==> config.mk <==
export PLATFORM = sky130hd
export DESIGN_NAME = gregorian_date_offset_and_difference
export DESIGN_NICKNAME = d
export VERILOG_FILES = /design/src/gdod_pkg.sv /design/src/gdod_dp.sv /design/src/gdod_ctrl.sv /design/src/gregorian_date_offset_and_difference.sv
export SDC_FILE = /design/constraint.sdc
export NUM_CORES = 1
export LEC_CHECK = 0
export BUFFER_PORTS_ARGS = -buffer_cell sky130_fd_sc_hd__buf_4
export CAP_MARGIN = 10
export CORE_AREA = 2 2 227 229
export CTS_CLUSTER_SIZE = 14
export DETAILED_ROUTE_END_ITERATION = 7
export DIE_AREA = 0 0 229 231
export PLACE_DENSITY = 0.69
export SLEW_MARGIN = 40
export SYNTH_ARGS = -nofsm -noshare
export SYNTH_HDL_FRONTEND = slang
export SYNTH_SLANG_ARGS = --single-unit
==> constraint.sdc <==
create_clock -name clk -period 10.6 [get_ports clk]
set_input_delay 3.18 -clock clk [delete_from_list [all_inputs] [get_ports clk]]
set_output_delay 3.18 -clock clk [all_outputs]
set_load 0.02 [all_outputs]
==> src/gdod_pkg.sv <==
`timescale 1ns / 1ps

package gdod_pkg;

  // Widths of the internal day serials and of the year unit
  localparam int SER_W    = 26;
  localparam int BY_W     = 24;
  localparam int YW       = 15;
  localparam int REM_W    = 9;
  localparam int CNT_W    = 22;
  localparam int PROD_W   = 28;

  // floor(x / 100) = (x * RECIP) >> RECIP_SH for x below 43690
  localparam int RECIP    = 5243;
  localparam int RECIP_SH = 19;

  // Cycles from loading the year unit to its result being usable
  localparam logic [1:0] YU_LAT = 2'd2;

  // Year unit source codes
  localparam int YU_SEL_W = 2;
  localparam logic [YU_SEL_W-1:0] YU_Y1   = 2'd0;
  localparam logic [YU_SEL_W-1:0] YU_Y2   = 2'd1;
  localparam logic [YU_SEL_W-1:0] YU_CAND = 2'd2;
  localparam logic [YU_SEL_W-1:0] YU_SRCH = 2'd3;

  typedef struct packed {
    logic                load;
    logic                yu_load;
    logic [YU_SEL_W-1:0] yu_sel;
    logic                ser1_wr;
    logic                ser2_wr;
    logic                chk_wr;
    logic                add_wr;
    logic                rng_wr;
    logic                sr_step;
    logic                rem_wr;
    logic                mon_step;
    logic                res_wr;
  } cmd_t;

  typedef struct packed {
    logic mode;
    logic s_bad;
    logic bit_last;
    logic mon_done;
  } sts_t;

  // Days in the year before the first of month m, common year
  function automatic logic [REM_W-1:0] days_before(input logic [3:0] m);
    logic [REM_W-1:0] r;
    case (m)
      4'd1:    r = 9'd0;
      4'd2:    r = 9'd31;
      4'd3:    r = 9'd59;
      4'd4:    r = 9'd90;
      4'd5:    r = 9'd120;
      4'd6:    r = 9'd151;
      4'd7:    r = 9'd181;
      4'd8:    r = 9'd212;
      4'd9:    r = 9'd243;
      4'd10:   r = 9'd273;
      4'd11:   r = 9'd304;
      4'd12:   r = 9'd334;
      default: r = 9'd0;
    endcase
    return r;
  endfunction

  // Length of month m
  function automatic logic [4:0] month_len(input logic [3:0] m, input logic leap);
    logic [4:0] r;
    case (m)
      4'd2:    r = leap ? 5'd29 : 5'd28;
      4'd4:    r = 5'd30;
      4'd6:    r = 5'd30;
      4'd9:    r = 5'd30;
      4'd11:   r = 5'd30;
      default: r = 5'd31;
    endcase
    return r;
  endfunction

endpackage

==> src/gdod_dp.sv <==
`timescale 1ns / 1ps

module gdod_dp import gdod_pkg::*; #(
  parameter int YEAR_MAX = 9999
) (
  input  logic               clk,
  input  logic               rst_n,
  input  cmd_t               cmd,
  output sts_t               sts,
  input  logic               in_mode,
  input  logic [4:0]         in_day,
  input  logic [3:0]         in_month,
  input  logic [13:0]        in_year,
  input  logic signed [16:0] in_offset_days,
  input  logic [4:0]         in_other_day,
  input  logic [3:0]         in_other_month,
  input  logic [13:0]        in_other_year,
  output logic [4:0]         out_day,
  output logic [3:0]         out_month,
  output logic [13:0]        out_year,
  output logic [21:0]        out_day_count,
  output logic               out_error
);

  // First serial past the last day of YEAR_MAX
  localparam int YEAR_LIM = YEAR_MAX + 1;
  localparam int LIM_INT  = 365 * YEAR_LIM + (YEAR_LIM + 3) / 4
                            - (YEAR_LIM + 99) / 100 + (YEAR_LIM + 399) / 400;
  localparam logic signed [SER_W-1:0] LIM = SER_W'(LIM_INT);

  logic               mode_r;
  logic [4:0]         d1_r, d2_r;
  logic [3:0]         m1_r, m2_r;
  logic [13:0]        y1_r, y2_r;
  logic signed [16:0] off_r;

  logic [YW-1:0]      yu_y_r, yu_y_nxt;
  logic [PROD_W-1:0]  prod_r, prod_nxt;
  logic [BY_W-1:0]    by_r, by_nxt;
  logic               leap_r, leap_nxt;
  logic [YW:0]        y99, y3;
  logic [8:0]         q100;
  logic [9:0]         q100p3;
  logic [15:0]        q100x100;
  logic               exact100;

  logic signed [SER_W-1:0] ser1_r, ser2_r, s_r;
  logic [SER_W-1:0]        ser_u;
  logic signed [SER_W-1:0] by_s, s_nxt, diff, rem_diff;
  logic [4:0]              sel_d;
  logic [3:0]              sel_m, mc;
  logic                    adj;

  logic               err_r;
  logic [CNT_W-1:0]   cnt_r;
  logic [YW-1:0]      srch_y_r, bit_r;
  logic [REM_W-1:0]   rem_r;
  logic [3:0]         mon_r;
  logic [4:0]         mlen;
  logic               bad1, bad2;

  logic [4:0]         out_day_r;
  logic [3:0]         out_month_r;
  logic [13:0]        out_year_r;
  logic [CNT_W-1:0]   out_day_count_r;
  logic               out_error_r;

  // Capture the input word
  always_ff @(posedge clk) begin
    if (cmd.load) begin
      mode_r <= in_mode;
      d1_r   <= in_day;
      m1_r   <= in_month;
      y1_r   <= in_year;
      off_r  <= in_offset_days;
      d2_r   <= in_other_day;
      m2_r   <= in_other_month;
      y2_r   <= in_other_year;
    end
  end

  // Year unit: days before 1 January of yu_y_r, and its leap flag
  always_comb begin
    case (cmd.yu_sel)
      YU_Y1:   yu_y_nxt = {1'b0, y1_r};
      YU_Y2:   yu_y_nxt = {1'b0, y2_r};
      YU_CAND: yu_y_nxt = srch_y_r | bit_r;
      YU_SRCH: yu_y_nxt = srch_y_r;
      default: yu_y_nxt = srch_y_r;
    endcase
  end

  assign y99      = {1'b0, yu_y_r} + (YW+1)'(99);
  assign prod_nxt = PROD_W'(y99) * PROD_W'(RECIP);
  assign q100     = prod_r[PROD_W-1:RECIP_SH];
  assign q100p3   = {1'b0, q100} + 10'd3;
  assign y3       = {1'b0, yu_y_r} + (YW+1)'(3);
  assign q100x100 = {q100, 6'b0} + {1'b0, q100, 5'b0} + {4'b0, q100, 2'b0};
  assign exact100 = (q100x100 == {1'b0, yu_y_r});
  assign by_nxt   = BY_W'(yu_y_r) * BY_W'(365) + BY_W'(y3[YW:2])
                    - BY_W'(q100) + BY_W'(q100p3[9:2]);
  assign leap_nxt = (yu_y_r[1:0] == 2'd0) && (!exact100 || (q100[1:0] == 2'd0));

  always_ff @(posedge clk) begin
    if (cmd.yu_load) yu_y_r <= yu_y_nxt;
    prod_r <= prod_nxt;
    by_r   <= by_nxt;
    leap_r <= leap_nxt;
  end

  // Serial of a date from the year unit result
  assign sel_d = cmd.ser2_wr ? d2_r : d1_r;
  assign sel_m = cmd.ser2_wr ? m2_r : m1_r;
  assign mc    = (sel_m == 4'd0) ? 4'd1 : ((sel_m > 4'd12) ? 4'd12 : sel_m);
  assign adj   = leap_r && (mc > 4'd2);
  assign ser_u = SER_W'(by_r) + SER_W'(days_before(mc)) + SER_W'(adj)
                 + SER_W'(sel_d) - SER_W'(1);
  assign by_s  = $signed({2'b00, by_r});

  assign s_nxt    = ser1_r + {{(SER_W-17){off_r[16]}}, off_r};
  assign diff     = ser1_r - ser2_r;
  assign rem_diff = s_r - by_s;
  assign bad1     = ser1_r[SER_W-1] || (ser1_r >= LIM);
  assign bad2     = ser2_r[SER_W-1] || (ser2_r >= LIM);
  assign mlen     = month_len(mon_r, leap_r);

  always_ff @(posedge clk) begin
    if (cmd.ser1_wr) ser1_r <= $signed(ser_u);
    if (cmd.ser2_wr) ser2_r <= $signed(ser_u);
    if (cmd.add_wr)  s_r    <= s_nxt;
    if (cmd.load) begin
      err_r <= 1'b0;
    end else if (cmd.chk_wr) begin
      err_r <= bad1 || bad2 || (ser2_r > ser1_r);
    end else if (cmd.rng_wr) begin
      err_r <= sts.s_bad;
    end
    if (cmd.chk_wr) cnt_r <= diff[CNT_W-1:0];
    // Walk the months of the found year
    if (cmd.rem_wr) begin
      rem_r <= rem_diff[REM_W-1:0];
      mon_r <= 4'd1;
    end else if (cmd.mon_step) begin
      rem_r <= rem_r - REM_W'(mlen);
      mon_r <= mon_r + 4'd1;
    end
  end

  // Bit-by-bit search for the last year starting on or before s_r
  always_ff @(posedge clk) begin
    if (!rst_n) begin
      bit_r <= '0;
    end else if (cmd.rng_wr) begin
      bit_r <= {1'b1, {(YW-1){1'b0}}};
    end else if (cmd.sr_step) begin
      bit_r <= bit_r >> 1;
    end
  end

  always_ff @(posedge clk) begin
    if (cmd.rng_wr) begin
      srch_y_r <= '0;
    end else if (cmd.sr_step && (by_s <= s_r)) begin
      srch_y_r <= yu_y_r;
    end
  end

  // Result register
  always_ff @(posedge clk) begin
    if (cmd.res_wr) begin
      out_error_r <= err_r;
      if (err_r) begin
        out_day_r       <= '0;
        out_month_r     <= '0;
        out_year_r      <= '0;
        out_day_count_r <= '0;
      end else if (mode_r) begin
        out_day_r       <= '0;
        out_month_r     <= '0;
        out_year_r      <= '0;
        out_day_count_r <= cnt_r;
      end else begin
        out_day_r       <= rem_r[4:0] + 5'd1;
        out_month_r     <= mon_r;
        out_year_r      <= srch_y_r[13:0];
        out_day_count_r <= '0;
      end
    end
  end

  assign sts.mode     = mode_r;
  assign sts.s_bad    = s_r[SER_W-1] || (s_r >= LIM);
  assign sts.bit_last = bit_r[0];
  assign sts.mon_done = (mon_r == 4'd12) || (rem_r < REM_W'(mlen));

  assign out_day       = out_day_r;
  assign out_month     = out_month_r;
  assign out_year      = out_year_r;
  assign out_day_count = out_day_count_r;
  assign out_error     = out_error_r;

  a_bit_onehot: assert property (@(posedge clk) disable iff (!rst_n)
    $onehot0(bit_r))
    else $error("search bit mask not one-hot");

  a_err_zero: assert property (@(posedge clk) disable iff (!rst_n)
    cmd.res_wr && err_r |=> out_error_r && out_day_r == '0 && out_month_r == '0
                            && out_year_r == '0 && out_day_count_r == '0)
    else $error("error word carries non-zero fields");

  a_date_ok: assert property (@(posedge clk) disable iff (!rst_n)
    cmd.res_wr && !err_r && !mode_r |=> out_month_r >= 4'd1 && out_month_r <= 4'd12
                                        && out_day_r != 5'd0)
    else $error("shifted date out of calendar range");

endmodule

==> src/gdod_ctrl.sv <==
`timescale 1ns / 1ps

module gdod_ctrl import gdod_pkg::*; (
  input  logic clk,
  input  logic rst_n,
  input  logic in_valid,
  output logic in_ready,
  output logic out_valid,
  input  logic out_ready,
  input  sts_t sts,
  output cmd_t cmd
);

  localparam logic [3:0] ST_IDLE   = 4'd0;
  localparam logic [3:0] ST_S1_LD  = 4'd1;
  localparam logic [3:0] ST_S1_SER = 4'd2;
  localparam logic [3:0] ST_S2_LD  = 4'd3;
  localparam logic [3:0] ST_S2_SER = 4'd4;
  localparam logic [3:0] ST_CHK    = 4'd5;
  localparam logic [3:0] ST_ADD    = 4'd6;
  localparam logic [3:0] ST_RNG    = 4'd7;
  localparam logic [3:0] ST_SR_LD  = 4'd8;
  localparam logic [3:0] ST_SR_DEC = 4'd9;
  localparam logic [3:0] ST_FN_LD  = 4'd10;
  localparam logic [3:0] ST_FN_REM = 4'd11;
  localparam logic [3:0] ST_MON    = 4'd12;
  localparam logic [3:0] ST_DONE   = 4'd13;

  logic [3:0] state_r, state_nxt;
  logic [1:0] wait_r, wait_nxt;
  logic       out_valid_r, out_valid_nxt;

  // Sequence the datapath
  always_comb begin
    state_nxt = state_r;
    wait_nxt  = wait_r;
    cmd       = '0;
    case (state_r)
      ST_IDLE: begin
        if (in_valid) begin
          cmd.load  = 1'b1;
          state_nxt = ST_S1_LD;
        end
      end
      ST_S1_LD: begin
        cmd.yu_load = 1'b1;
        cmd.yu_sel  = YU_Y1;
        wait_nxt    = YU_LAT;
        state_nxt   = ST_S1_SER;
      end
      ST_S1_SER: begin
        if (wait_r != 2'd0) begin
          wait_nxt = wait_r - 2'd1;
        end else begin
          cmd.ser1_wr = 1'b1;
          state_nxt   = sts.mode ? ST_S2_LD : ST_ADD;
        end
      end
      ST_S2_LD: begin
        cmd.yu_load = 1'b1;
        cmd.yu_sel  = YU_Y2;
        wait_nxt    = YU_LAT;
        state_nxt   = ST_S2_SER;
      end
      ST_S2_SER: begin
        if (wait_r != 2'd0) begin
          wait_nxt = wait_r - 2'd1;
        end else begin
          cmd.ser2_wr = 1'b1;
          state_nxt   = ST_CHK;
        end
      end
      ST_CHK: begin
        cmd.chk_wr = 1'b1;
        state_nxt  = ST_DONE;
      end
      ST_ADD: begin
        cmd.add_wr = 1'b1;
        state_nxt  = ST_RNG;
      end
      ST_RNG: begin
        cmd.rng_wr = 1'b1;
        state_nxt  = sts.s_bad ? ST_DONE : ST_SR_LD;
      end
      ST_SR_LD: begin
        cmd.yu_load = 1'b1;
        cmd.yu_sel  = YU_CAND;
        wait_nxt    = YU_LAT;
        state_nxt   = ST_SR_DEC;
      end
      ST_SR_DEC: begin
        if (wait_r != 2'd0) begin
          wait_nxt = wait_r - 2'd1;
        end else begin
          cmd.sr_step = 1'b1;
          state_nxt   = sts.bit_last ? ST_FN_LD : ST_SR_LD;
        end
      end
      ST_FN_LD: begin
        cmd.yu_load = 1'b1;
        cmd.yu_sel  = YU_SRCH;
        wait_nxt    = YU_LAT;
        state_nxt   = ST_FN_REM;
      end
      ST_FN_REM: begin
        if (wait_r != 2'd0) begin
          wait_nxt = wait_r - 2'd1;
        end else begin
          cmd.rem_wr = 1'b1;
          state_nxt  = ST_MON;
        end
      end
      ST_MON: begin
        if (sts.mon_done) begin
          state_nxt = ST_DONE;
        end else begin
          cmd.mon_step = 1'b1;
        end
      end
      ST_DONE: begin
        if (!out_valid_r || out_ready) begin
          cmd.res_wr = 1'b1;
          state_nxt  = ST_IDLE;
        end
      end
      default: begin
        state_nxt = ST_IDLE;
      end
    endcase
  end

  // Hold the result word until taken
  always_comb begin
    if (cmd.res_wr) begin
      out_valid_nxt = 1'b1;
    end else if (out_ready) begin
      out_valid_nxt = 1'b0;
    end else begin
      out_valid_nxt = out_valid_r;
    end
  end

  always_ff @(posedge clk) begin
    if (!rst_n) begin
      state_r     <= ST_IDLE;
      wait_r      <= 2'd0;
      out_valid_r <= 1'b0;
    end else begin
      state_r     <= state_nxt;
      wait_r      <= wait_nxt;
      out_valid_r <= out_valid_nxt;
    end
  end

  assign in_ready  = (state_r == ST_IDLE);
  assign out_valid = out_valid_r;

  a_accept_starts: assert property (@(posedge clk) disable iff (!rst_n)
    in_valid && in_ready |=> state_r == ST_S1_LD && !in_ready)
    else $error("accepted word did not start the sequence");

  a_done_delivers: assert property (@(posedge clk) disable iff (!rst_n)
    state_r == ST_DONE && (!out_valid_r || out_ready) |=> out_valid_r && state_r == ST_IDLE)
    else $error("finished word not placed in the result register");

  a_out_hold: assert property (@(posedge clk) disable iff (!rst_n)
    out_valid_r && !out_ready |=> out_valid_r)
    else $error("result word dropped before it was taken");

endmodule

==> src/gregorian_date_offset_and_difference.sv <==
// Channel  | Handshake              | Payload
// ---------+------------------------+------------------------------------------------
// input    | in_valid / in_ready    | in_mode, in_day, in_month, in_year,
//          |                        | in_offset_days, in_other_day/month/year
// result   | out_valid / out_ready  | out_day, out_month, out_year, out_day_count,
//          |                        | out_error
//
// One word at a time. Shift mode passes 15 trial years through the three-stage
// days-before-year unit (yu_y_r, prod_r, by_r), then steps through the months.
// A new word is taken once the previous one has reached the result register.
// Reset (rst_n low, synchronous) empties the result register and idles the sequencer.
`timescale 1ns / 1ps

module gregorian_date_offset_and_difference import gdod_pkg::*; #(
  parameter int YEAR_MAX = 9999
) (
  input  logic               clk,
  input  logic               rst_n,
  input  logic               in_valid,
  output logic               in_ready,
  input  logic               in_mode,
  input  logic [4:0]         in_day,
  input  logic [3:0]         in_month,
  input  logic [13:0]        in_year,
  input  logic signed [16:0] in_offset_days,
  input  logic [4:0]         in_other_day,
  input  logic [3:0]         in_other_month,
  input  logic [13:0]        in_other_year,
  output logic               out_valid,
  input  logic               out_ready,
  output logic [4:0]         out_day,
  output logic [3:0]         out_month,
  output logic [13:0]        out_year,
  output logic [21:0]        out_day_count,
  output logic               out_error
);

  cmd_t cmd;
  sts_t sts;

  gdod_ctrl u_ctrl (
    .clk       (clk),
    .rst_n     (rst_n),
    .in_valid  (in_valid),
    .in_ready  (in_ready),
    .out_valid (out_valid),
    .out_ready (out_ready),
    .sts       (sts),
    .cmd       (cmd)
  );

  gdod_dp #(
    .YEAR_MAX (YEAR_MAX)
  ) u_dp (
    .clk            (clk),
    .rst_n          (rst_n),
    .cmd            (cmd),
    .sts            (sts),
    .in_mode        (in_mode),
    .in_day         (in_day),
    .in_month       (in_month),
    .in_year        (in_year),
    .in_offset_days (in_offset_days),
    .in_other_day   (in_other_day),
    .in_other_month (in_other_month),
    .in_other_year  (in_other_year),
    .out_day        (out_day),
    .out_month      (out_month),
    .out_year       (out_year),
    .out_day_count  (out_day_count),
    .out_error      (out_error)
  );

endmodule

# After elaboration in Yosys (flattened, before gate mapping)
# Memories as Yosys holds them, arrays and structs flattened.
# Index checks and enable logic that the tools add are counted.
# word_totals
in_bits	68
elab_cells	169
memories	1
rom_bits	144
register_bits	329
# memory_table
memory	depth	word_bits	read_ports	rd_ports_with_merged_regs	wr	line	source
(name not given)	16	9	1	0	0	gdod_pkg.sv:52	case (m)
# classes
eq_ne	31
mux	43
addsub	19
reduce_logical	32
n_lt_le_gt_ge	8
bitwise_logic	3
mul	2
# ops
op	n
greater-or-equal comparator 26 x 23 -> 1 bit (second input constant)	3
case mux 15 bit (4 select lines)	1
case mux 4 bit (14 select lines)	1
2-to-1 mux 4 bit	10
equality test 4 bit (second input constant)	9
2-to-1 mux 15 bit	2
multiplier 16 x 13 -> 28 bit (second input constant)	1
adder 26 x 1 -> 26 bit	1
adder 26 bit	1
adder 26 x 5 -> 26 bit	1
greater-than comparator 26 bit	1
less-or-equal comparator 25 x 26 -> 1 bit	1
subtractor 26 x 1 -> 26 bit (second input constant)	1
adder 24 x 9 -> 25 bit	1
adder 24 x 14 -> 24 bit	1
adder 24 x 8 -> 24 bit	1
equality test 4 x 3 -> 1 bit (second input constant)	6
multiplier 15 x 9 -> 24 bit (second input constant)	1
subtractor 24 x 9 -> 24 bit	1
subtractor 22 bit	1
2-to-1 mux 1 bit	19
2-to-1 mux 9 bit	2
adder 15 x 14 -> 16 bit	1
adder 15 x 2 -> 16 bit (second input constant)	1
36 further kinds	70

# Logic depth before layout (Yosys ltp)
# depth
ltp_word	12
depth_mapped	35
depth_no_buf	34

# Cells and area by module
# A second synthesis with hierarchy kept.
# unflattened
hier_cells	2463
area_unflattened_um2	25896.1
# modules_own_cells
module	cells_per_inst	instances	area_per_inst_um2
gdod_dp	2379	1	25273.0
gdod_ctrl	84	1	623.1

# Worst setup path before layout
# OpenSTA, ideal clock, no wires.
# synth_path
path_type	reg2reg
from	register u_dp.yu_y_r[1]
to	register u_dp.prod_r[27]
synth_period_minus_slack_ns	6.920
t_required_ns	10.528
path_slack_ns	3.680
stages_incl_launch_ff	27
arrival_time_ns	6.848
n_path_buf	0
path_cell_list	edfxtp_1 -> inv_1 -> ha_1 -> a21oi_1 -> nor2_1 -> a21boi_0 -> nor2_1 -> xnor2_1 -> inv_1 -> fa_1 -> inv_1 -> ha_1 -> inv_1 -> fa_1 -> inv_1 -> fa_1 -> fa_1 -> ha_1 -> a211o_1 -> a21oi_1 -> o21ai_0 -> a41o_1 -> o41a_1 -> a211o_1 -> a21o_1 -> a21oi_1 -> xnor2_1
# synth_between
elab_chain_cells	2
# synth_lines
element	line	source
start: declaration	gdod_dp.sv:37	logic [YW-1:0] yu_y_r, yu_y_nxt;
start signal: assignment	gdod_dp.sv:105	if (cmd.yu_load) yu_y_r <= yu_y_nxt;
adder 15 x 7 -> 16 bit	gdod_dp.sv:93	assign y99 = {1'b0, yu_y_r} + (YW+1)'(99);
multiplier 16 x 13 -> 28 bit	gdod_dp.sv:94	assign prod_nxt = PROD_W'(y99) * PROD_W'(RECIP);
net u_dp.prod_nxt[27]	gdod_dp.sv:38	logic [PROD_W-1:0] prod_r, prod_nxt;
end signal: assignment	gdod_dp.sv:106	prod_r <= prod_nxt;
end: declaration	gdod_dp.sv:38	
# The timed path passes the listed nets, and every way through them passes these cells.
# A chain may end at the register's enable or synchronous reset.

# Worst setup path after layout
# layout_path
from	register u_dp.yu_y_r[0]
to	register u_dp.prod_r[27]
# Same word-level chain as after synthesis.

==> impl_results.md <==
- Synth top area cells: edfxtp_1 (27%), ha_1 (18%), fa_1 (13%)
- Mapped Nets: 3,140
- Iter 0 DRT Violations: 1,256
- # IOs: 116
- CP Max Fanout: 9
- Syn Area/Cell: 10.3 sq um
- Setup CP Type: reg -> reg
- Post-synth top flop: edfxtp_1
- Mapped Cells: 2,533
- FF-to-FF End: u_dp.prod_r[27]
- Final period util: 0.751
- Routed Antenna Nets: 0
- R2R Path Start: u_dp.yu_y_r[0]
- Hold Fails Final Rpt: 0
- Die area: about 53,000 sq um
- Post-synthesis sequential area ratio: 0.329
- Synth warn: 0
- RSZ-0062 raised after global routing: false
- Filler cell count: 4,417
- Drt via density: about 5.5
- Commonest non-fill, non-tap cell in the layout: inv_1
- Synth unique cells: 90
- Asr flop ratio synth: 0
- R2R setup slack: between 2 and 3 ns
- Multi-input logic area: around 16,000 sq um
- CTS resizes: 0
- CTS tree: done
- Worst clock skew: 0.0225 ns
- Starting density of the core: 0.513
- TritonRoute pass-1 iters: 5
- FMAX: 0.126 GHz
- Hold_buf cts: 0
- HP Class: reg -> reg
- Tightest Pin Transition: 0.854 ns
- GRT Overall Usage: 0.230
- Minimum clock period: 7.96 ns
- WP data required: between 10 and 15 ns
- Vias in the first global route: between 15k and 20k
- Largest net degree at the start of global routing: 66
- Dpl hpwl: 48.3 mm
- Longest Clk Path Bufs: 3
- Area grow syn2layout: 11.3%
- CORE AREA: slightly above 50,000 sq um
- GPL Wtd Cong: 0.965
- Clk_lat worst skew: ~0.55 ns
- Flops & latches, synth: 310
- Initial antenna violation count: 1
- Yosys top cell by area: edfxtp_1
- Final wirelength: 60.4 mm
- Reg area: ~8500 sq um
- Post-CTS setup repair buffer count: 0
- MaxCap Viol Count: 0
- DRC Markers: 0
- Element type at the critical path end: register
- CTS root buf: clkbuf_16
- WL per Instance: ~18 um
- Vias: 18.4k
- Most frequent cells in the layout: inv_1 (450), ha_1 (366), edfxtp_1 (234)
- Die height: 231 um
- CP endpoint: u_dp.prod_r[27]
- Clk slew on worst S/H paths: 0.06 ns
- H-tree depth reported by CTS: 2
- Crit path launch: u_dp.yu_y_r[0]
- First-pass GRT wire length: 96.8 mm
- Total gr overflow: 0
- Clock Sinks: 310
- CTS Buf Count: 36
- IO buf count: approximately 120
- Fin Setup TNS: 0 ns
- Final net count: 3,266
- # setup viols final: 0
- Element type at the critical path start: register
- Die width: 229 um
- Synthesized area: 26,000 sq um
- Row count: 83
- Slew headroom: 0.416
- EDFF count, synth: 234
- Worst path arrival time: 8.44 ns
- Worst-case reg-to-reg path depth: 25
- Proportion of layout cells with a drive suffix above 1: 0.0867
- Status: finished, final reports clean
- Max Slew Vio Count: 0
- Post-synth top area share: 0.271
## final cells by class
cell class / instances / share of cell area
sequential: 310 / 0.296
multi-input combinational: 1732 / 0.541
tap: 680 / 0.0294
antenna: 1 / 0.0000865
inverter: 452 / 0.0587
timing repair buffer: 127 / 0.0331
clock inverter: 20 / 0.00783
clock buffer: 45 / 0.0341
## kinds of logic after synthesis
group | after synthesis | share of synthesized area
buffers and inverters | 491 | 0.0714
DFF | 310 | 0.329
xor gates and xnor gates | 187 | 0.0636
and+or+nand+nor | 543 | 0.102
adders and majority gates | 540 | 0.310
AOI/OAI and AO/OA | 450 | 0.119
muxes | 12 | 0.00467
## worst min path at each step
stage	slack, ns	cells after the start	endpoint	start
floorplan	0.41	0	u_dp.out_error	u_dp.err_r
global placement	0.46	2	u_dp.bit_r[0]	u_dp.bit_r[0]
detailed placement	0.46	2	u_dp.bit_r[9]	u_dp.bit_r[10]
CTS	0.48	2	u_dp.bit_r[4]	u_dp.bit_r[5]
global route	0.50	2	u_dp.bit_r[10]	u_dp.bit_r[11]
finish	0.47	2	u_dp.bit_r[4]	u_dp.bit_r[5]
## worst max-delay path, cell delays in order, from the launching register on
cell and delay (ns):
edfxtp_1 0.60, inv_1 0.24, ha_1 0.32, nor2b_1 0.38, a21oi_1 0.20, inv_1 0.08
a21oi_1 0.14, nand2b_1 0.19, xnor2_1 0.60, inv_1 0.22, ha_1 0.38, fa_1 0.51
fa_1 0.53, inv_1 0.05, fa_1 0.46, fa_1 0.54, inv_1 0.04, ha_1 0.29
a2111oi_0 0.40, o21ai_1 0.18, a41o_1 0.32, o41a_1 0.37, a211o_1 0.30, a21o_1 0.20
a21oi_1 0.19, xnor2_1 0.13
## stage by stage
stage	util	hold slack (ns)	setup slack (ns)	cell area [sq um]	instances
after floorplan	-	0.406	3.68	26000	2533
after global placement	0.545	0.462	2.96	27600	3301
after detailed placement	0.545	0.463	2.70	27600	3301
after CTS	0.569	0.478	2.66	28900	3366
after global routing	0.571	0.503	2.00	28900	3366
final	0.571	0.474	2.64	28900	3367
## state kept, by name (all words and copies together), names as in the netlist, 5 cells and up
signal,flops
u_dp.srch_y_r,15
u_dp.rem_r,9
u_dp.s_r,26
u_dp.y2_r,14
u_dp.bit_r,15
u_dp.out_year,14
u_dp.out_day,5
u_dp.prod_r,9
u_dp.cnt_r,22
u_dp.by_r,24
u_dp.ser2_r,26
u_dp.off_r,17
u_dp.d1_r,5
u_dp.d2_r,5
u_dp.y1_r,14
u_dp.ser1_r,26
u_dp.out_day_count,22
u_dp.yu_y_r,15
## routing by layer
layer / vias up / global-route usage / part of all wire
li1: 8861 / - / -
met1: 8970 / 0.319 / 0.46
met2: 452 / 0.370 / 0.46
met3: 96 / 0.0451 / 0.060
met4: 0 / 0.0595 / 0.022
met5: - / 0 / 0
## cell usage after synthesis (all sizes together) (6+ instances only)
cell type,count
a2111oi,6
a211o,7
a211oi,13
a21boi,14
a21o,56
a21oi,136
a221o,14
a31oi,14
a41oi,6
and2,47
and3,9
and4,6
buf,6
clkbuf,33
dfxtp,76
edfxtp,234
fa,173
ha,366
inv,451
mux2i,11
nand2,146
nand2b,21
nand3,52
nand4,31
nor2,127
nor2b,29
nor3,37
nor4,14
o211ai,27
o21a,19
o21ai,81
o21bai,10
o31ai,13
or2,6
or3,10
xnor2,134
xor2,53
Power is not shown: default switching activity piles up to over one toggle a cycle in this logic, so the estimate is an artifact.
